$ cat src/sv/tmlc_pkg.sv
// shared types, widths and codes for the task masked lru cache
package tmlc_pkg;

  localparam int unsigned MaxSetsDef   = 64;
  localparam int unsigned MaxWaysDef   = 8;
  localparam int unsigned TaskSlotsDef = 16;

  localparam int unsigned REQ_W    = 2;
  localparam int unsigned TASK_W   = 4;
  localparam int unsigned LINE_W   = 31;
  localparam int unsigned MASK_W   = 64;
  localparam int unsigned TOUCH_W  = 64;
  localparam int unsigned TOTAL_W  = 32;
  localparam int unsigned SETC_W   = 7;
  localparam int unsigned WAYC_W   = 4;
  localparam int unsigned EWAY_W   = 6;
  localparam int unsigned PC_W     = 7;
  localparam int unsigned BIT_W    = 6;
  localparam int unsigned DSTEP_W  = 5;
  localparam int unsigned CFGIDX_W = 1;

  localparam logic [REQ_W-1:0] REQ_ACCESS = 2'd0;
  localparam logic [REQ_W-1:0] REQ_RELOAD = 2'd1;
  localparam logic [REQ_W-1:0] REQ_MASK   = 2'd2;

  localparam logic [CFGIDX_W-1:0] CFG_SET_COUNT = 1'b0;
  localparam logic [CFGIDX_W-1:0] CFG_WAY_COUNT = 1'b1;

  localparam logic [SETC_W-1:0] SET_COUNT_RST = 7'd64;
  localparam logic [WAYC_W-1:0] WAY_COUNT_RST = 4'd8;

  typedef struct packed {
    logic                valid;
    logic [TASK_W-1:0]   owner;
    logic [LINE_W-1:0]   line;
    logic [TOUCH_W-1:0]  touch;
  } entry_t;

  localparam int unsigned ENTRY_W = $bits(entry_t);

  typedef struct packed {
    logic clr_step;
    logic load_item;
    logic mask_wr;
    logic tick_inc;
    logic pc_init;
    logic pc_step;
    logic div_init;
    logic div_step;
    logic sel_init;
    logic sel_step;
    logic rd;
    logic rld;
    logic chk;
    logic wr;
    logic result_load;
  } cmd_t;

  typedef struct packed {
    logic clr_last;
    logic bit_last;
    logic div_last;
    logic pc_zero;
    logic sel_hit;
    logic match;
    logic way_last;
    logic set_last;
    logic out_free;
  } sts_t;

endpackage

$ cat src/sv/tmlc_ctrl.sv
// controller state machine sequencing each item through the datapath
module tmlc_ctrl (
  input  logic                         clk_i,
  input  logic                         rst_ni,
  input  logic                         in_valid_i,
  input  logic [tmlc_pkg::REQ_W-1:0]   in_req_type_i,
  output logic                         in_ready_o,
  input  tmlc_pkg::sts_t               sts_i,
  output tmlc_pkg::cmd_t               cmd_o
);

  localparam logic [3:0] S_CLEAR   = 4'd0;
  localparam logic [3:0] S_IDLE    = 4'd1;
  localparam logic [3:0] S_MASKW   = 4'd2;
  localparam logic [3:0] S_TICK    = 4'd3;
  localparam logic [3:0] S_PC      = 4'd4;
  localparam logic [3:0] S_DIVI    = 4'd5;
  localparam logic [3:0] S_DIV     = 4'd6;
  localparam logic [3:0] S_SELI    = 4'd7;
  localparam logic [3:0] S_SEL     = 4'd8;
  localparam logic [3:0] S_SCAN_RD = 4'd9;
  localparam logic [3:0] S_SCAN_CK = 4'd10;
  localparam logic [3:0] S_WR      = 4'd11;
  localparam logic [3:0] S_RLD_RD  = 4'd12;
  localparam logic [3:0] S_RLD_CK  = 4'd13;
  localparam logic [3:0] S_DONE    = 4'd14;

  logic [3:0] state_q, state_d;

  always_ff @(posedge clk_i or negedge rst_ni) begin
    if (!rst_ni) begin
      state_q <= S_CLEAR;
    end else begin
      state_q <= state_d;
    end
  end

  assign in_ready_o = (state_q == S_IDLE);

  always_comb begin
    state_d = state_q;
    cmd_o   = '0;
    unique case (state_q)
      S_CLEAR: begin
        cmd_o.clr_step = 1'b1;
        if (sts_i.clr_last) state_d = S_IDLE;
      end
      S_IDLE: begin
        if (in_valid_i) begin
          cmd_o.load_item = 1'b1;
          unique case (in_req_type_i)
            tmlc_pkg::REQ_ACCESS: state_d = S_TICK;
            tmlc_pkg::REQ_RELOAD: state_d = S_RLD_RD;
            tmlc_pkg::REQ_MASK:   state_d = S_MASKW;
            default:              state_d = S_DONE;
          endcase
        end
      end
      S_MASKW: begin
        cmd_o.mask_wr = 1'b1;
        state_d = S_DONE;
      end
      S_TICK: begin
        cmd_o.tick_inc = 1'b1;
        cmd_o.pc_init  = 1'b1;
        state_d = S_PC;
      end
      S_PC: begin
        cmd_o.pc_step = 1'b1;
        if (sts_i.bit_last) state_d = S_DIVI;
      end
      S_DIVI: begin
        cmd_o.div_init = 1'b1;
        state_d = S_DIV;
      end
      S_DIV: begin
        cmd_o.div_step = 1'b1;
        if (sts_i.div_last) state_d = S_SELI;
      end
      S_SELI: begin
        cmd_o.sel_init = 1'b1;
        state_d = sts_i.pc_zero ? S_SCAN_RD : S_SEL;
      end
      S_SEL: begin
        cmd_o.sel_step = 1'b1;
        if (sts_i.sel_hit) state_d = S_SCAN_RD;
      end
      S_SCAN_RD: begin
        cmd_o.rd = 1'b1;
        state_d = S_SCAN_CK;
      end
      S_SCAN_CK: begin
        cmd_o.chk = 1'b1;
        if (sts_i.match || sts_i.way_last) state_d = S_WR;
        else state_d = S_SCAN_RD;
      end
      S_WR: begin
        cmd_o.wr = 1'b1;
        state_d = S_DONE;
      end
      S_RLD_RD: begin
        cmd_o.rd  = 1'b1;
        cmd_o.rld = 1'b1;
        state_d = S_RLD_CK;
      end
      S_RLD_CK: begin
        cmd_o.chk = 1'b1;
        cmd_o.rld = 1'b1;
        // a miss anywhere falls through to a normal access
        if (sts_i.match) state_d = S_DONE;
        else if (sts_i.way_last && sts_i.set_last) state_d = S_TICK;
        else state_d = S_RLD_RD;
      end
      S_DONE: begin
        if (sts_i.out_free) begin
          cmd_o.result_load = 1'b1;
          state_d = S_IDLE;
        end
      end
      default: state_d = S_CLEAR;
    endcase
  end

endmodule

$ cat config.mk
export PLATFORM = sky130hd
export DESIGN_NAME = tmlc_ctrl
export DESIGN_NICKNAME = d
export VERILOG_FILES = /design/src/sv/tmlc_pkg.sv /design/src/sv/tmlc_ctrl.sv
export SDC_FILE = /design/constraint.sdc
export NUM_CORES = 1
export LEC_CHECK = 0
export BUFFER_PORTS_ARGS = -buffer_cell sky130_fd_sc_hd__clkbuf_2
export CORE_UTILIZATION = 43
export CTS_BUF_LIST = sky130_fd_sc_hd__clkbuf_8 sky130_fd_sc_hd__clkbuf_16
export DETAILED_ROUTE_END_ITERATION = 8
export GPL_TIMING_DRIVEN = 0
export PLACE_DENSITY_LB_ADDON = 0.15
export REMOVE_ABC_BUFFERS = 1
export SYNTH_ARGS = -nofsm -noshare
export SYNTH_HDL_FRONTEND = slang
export SYNTH_SLANG_ARGS = --single-unit
$ cat constraint.sdc
create_clock -name clk_i -period 1.96 [get_ports clk_i]
set_input_delay 0.196 -clock clk_i [delete_from_list [all_inputs] [get_ports clk_i]]
set_output_delay 0.196 -clock clk_i [all_outputs]
set_load 0.1 [all_outputs]
==> impl_metrics.csv <==
group,metric,value,unit
timing,finClkSkew,0.00341,ns
critical_path,r2r_slack,0.10,ns
yosys,ys_seq_area_frac,0.174,
yosys,synth.largest_area_cell,"dfrtp_1",
critical_path,cp_max_fo,18,
timing,setup_viol,0,
yosys,synth-simple-area-share,0.337,
clocking,cts_buffer_depth,2,
yosys,async_flop_share,1.00,
floorplan,die-area,0.00149,mm²
yosys,synth_compound_area_frac,0.291,
yosys,synth_top_family_by_area,"simple AND/OR/NAND/NOR gates",
timing,final_max_slew_viol_count,0,
global_routing,grt_overflow,0,
timing,max_freq,0.530,GHz
final_layout,reg_top3,"state_q x4",
final_layout,fin_cells,114,
critical_path,crit_start,"state_q[1]$_DFFE_PN0P_",
floorplan,rows,12,
placed_design,hpwl,1030,µm
placed_design,port_buffers,29,
floorplan,start_util,0.491,
clocking,cts_tree,"yes",
critical_path,r2r_start,"state_q[2]$_DFFE_PN0P_",
floorplan,core_area,0.00117,mm²
yosys,synth_edf_count,0,
clocking,clkTransAtPathRegs,0.03,ns
yosys,synth-xor-area-share,0,
yosys,syn-cell-area,576,µm²
timing,max_slew_margin,0.639,
placed_design,place_ws,-0.0268,ns
floorplan,die_w,38.6,µm
clocking,cts_num_sinks,4,
critical_path,crit_end,"in_ready_o",
route,routed_wl,1500,µm
final_layout,nets,116,
clocking,worstSkewPairLatency,0.21,ns
critical_path,critPathCaptureType,"primary output",
critical_path,crit_required,1.76,ns
final_layout,drive_above_1_share,0.420,
placed_design,dp_cells,110,
floorplan,ios,30,
placed_design,gp_congestion,0.766,
global_routing,grt_pass1_wl,2460,µm
critical_path,cp.arrival,1.69,ns
route,drt_iter0_markers,17,
global_routing,grtUsageTotal,0.234,
route,ant_nets,0,
final_layout,diodes,0,
route,viasPerCell,5.65,
critical_path,critPathKind,"flip-flop to primary output",
critical_path,cp-start-kind,"flip-flop",
clocking,cts_root_buf,"clkbuf_8",
timing,finalHoldViolations,0,
yosys,synthMuxAreaShare,0.0957,
yosys,synth_top_cell_area_share,0.174,
global_routing,first_global_vias,587,
final_layout,synthToLayoutAreaGrowth,30.9,%
timing,holdWs,0.301,ns
yosys,ys_types,37,
yosys,synth_seq_cells,4,
job,cap_violations,0,
yosys,synthAdderAreaFrac,0,
floorplan,die_y,38.6,µm
critical_path,reg2regPathDepth,4,
global_routing,grt_max_degree,22,
yosys,synth_common_cells,"11 x nor2_1, 6 x nand2b_1",
clocking,cts_buffers,3,
clocking,htreeDepth,1,
worst_hold_path,hold_path.class,"input pin to flip-flop",
critical_path,r2r_end,"state_q[3]$_DFFE_PN0P_",
yosys,synth_most_common_cell,"nor2_1",
route,vias,644,
final_layout,largest-register,"state_q",
yosys,synth_area_leaders,"dfrtp_1 17%, mux2_4 7.8%, nor2_1 7.2%, nand2b_1 6.5%, o311ai_4 4.6%",
yosys,syn_avg_cell_area,7.67,µm²
route,drc_errors,0,
timing,fin_crit_sh,0.963,
yosys,synth.yosys.warnings,0,
timing,worst_slack,0.0721,ns
route,dr.pass1.iters,4,
status,status,"completed",
final_layout,largest_register_ffs,4,
timing,period_needed,1.89,ns
yosys,synth_flop_cell,"dfrtp_1",
route,wire_per_inst,13.1,µm
timing,tightest_slew,0.544,ns
yosys,syn-instance-count,75,
global_routing,grt_antenna_before_repair,0,
## layout make-up
type	count	area, µm²
multi-input combinational	61	417
tap	14	17.5
timing repair buffer	30	165
sequential	4	105
fill	110	418
inverter	2	7.51
clock buffer	3	41.3
## routing by layer
metal | GRT usage | share of wire | vias up | wire length (µm)
met5 | 0 | 0 | - | 0
met4 | 0.0776 | 0 | 0 | 0
met3 | 0.0347 | 0.039 | 0 | 59
met2 | 0.408 | 0.51 | 20 | 766
met1 | 0.287 | 0.45 | 300 | 672
li1 | - | - | 324 | -
## layout by cell type, fill, tap and decap left out, drive strengths merged
cell type    netlist  routed
a211o              1       1
a211oi             1       1
a21oi              3       3
a2bb2oi            1       1
a31oi              1       1
a32oi              1       1
and2               1       1
and3b              1       1
buf                6       4
clkbuf             2      28
dfrtp              4       4
dlygate4sd3        0       1
inv                2       2
mux2               3       3
mux2i              1       1
nand2              4       4
nand2b             6       6
nand3              3       3
nand3b             1       1
nand4b             1       1
nor2              11      11
nor2b              1       1
nor3               4       4
nor3b              1       1
o211a              1       1
o211ai             1       1
o21ai              4       4
o21bai             1       1
o22a               1       1
o311ai             2       2
o31ai              2       2
o41ai              1       1
or2                1       1
or3                1       1
## timing repair
action                                 in CTS  in global routing
setup endpoints to repair                  16                 10
setup buffers                               0                  0
endpoints found under the hold margin       4                  0
resized for setup                           6                  7
hold buffers                                1                  0
## per-stage QoR
step	setup TNS (ns)	utilization	instance area (µm²)
2_1_floorplan	-16.82	-	524
3_3_place_gp	-0.0232	0.587	687
3_5_place_dp	-0.0496	0.587	687
4_1_cts	0	0.640	749
5_1_grt	-0.0000234	0.643	753
6_report	0	0.643	753
## how the worst min path moves through the flow
| stage | startpoint | end | slack [ns] | cells past startpoint |
|---|---|---|---|---|
| final | in_valid_i | state_q[0]$_DFFE_PN0P_ | 0.30 | 3 |
| after global routing | in_valid_i | state_q[0]$_DFFE_PN0P_ | 0.31 | 3 |
| after CTS | in_valid_i | state_q[0]$_DFFE_PN0P_ | 0.30 | 3 |
| after detailed placement | rst_ni | state_q[3]$_DFFE_PN0P_ | 0.007 | 1 |
| after global placement | rst_ni | state_q[0]$_DFFE_PN0P_ | -0.0001 | 1 |
| after floorplan | rst_ni | state_q[0]$_DFFE_PN0P_ | -0.1 | 0 |
## critical path, stage by stage, from the launching register on
cell and delay [ns]:
dfrtp_2 0.51, nand2b_1 0.21, nor3_1 0.24, clkbuf_2 0.51
## kinds of logic after synthesis
family | after synthesis
mux | 4
simple gates | 36
compound gates | 21
flops | 4
buf+inv | 10
Power is not shown: default switching activity piles up to over one toggle a cycle in this logic, so the estimate is an artifact.
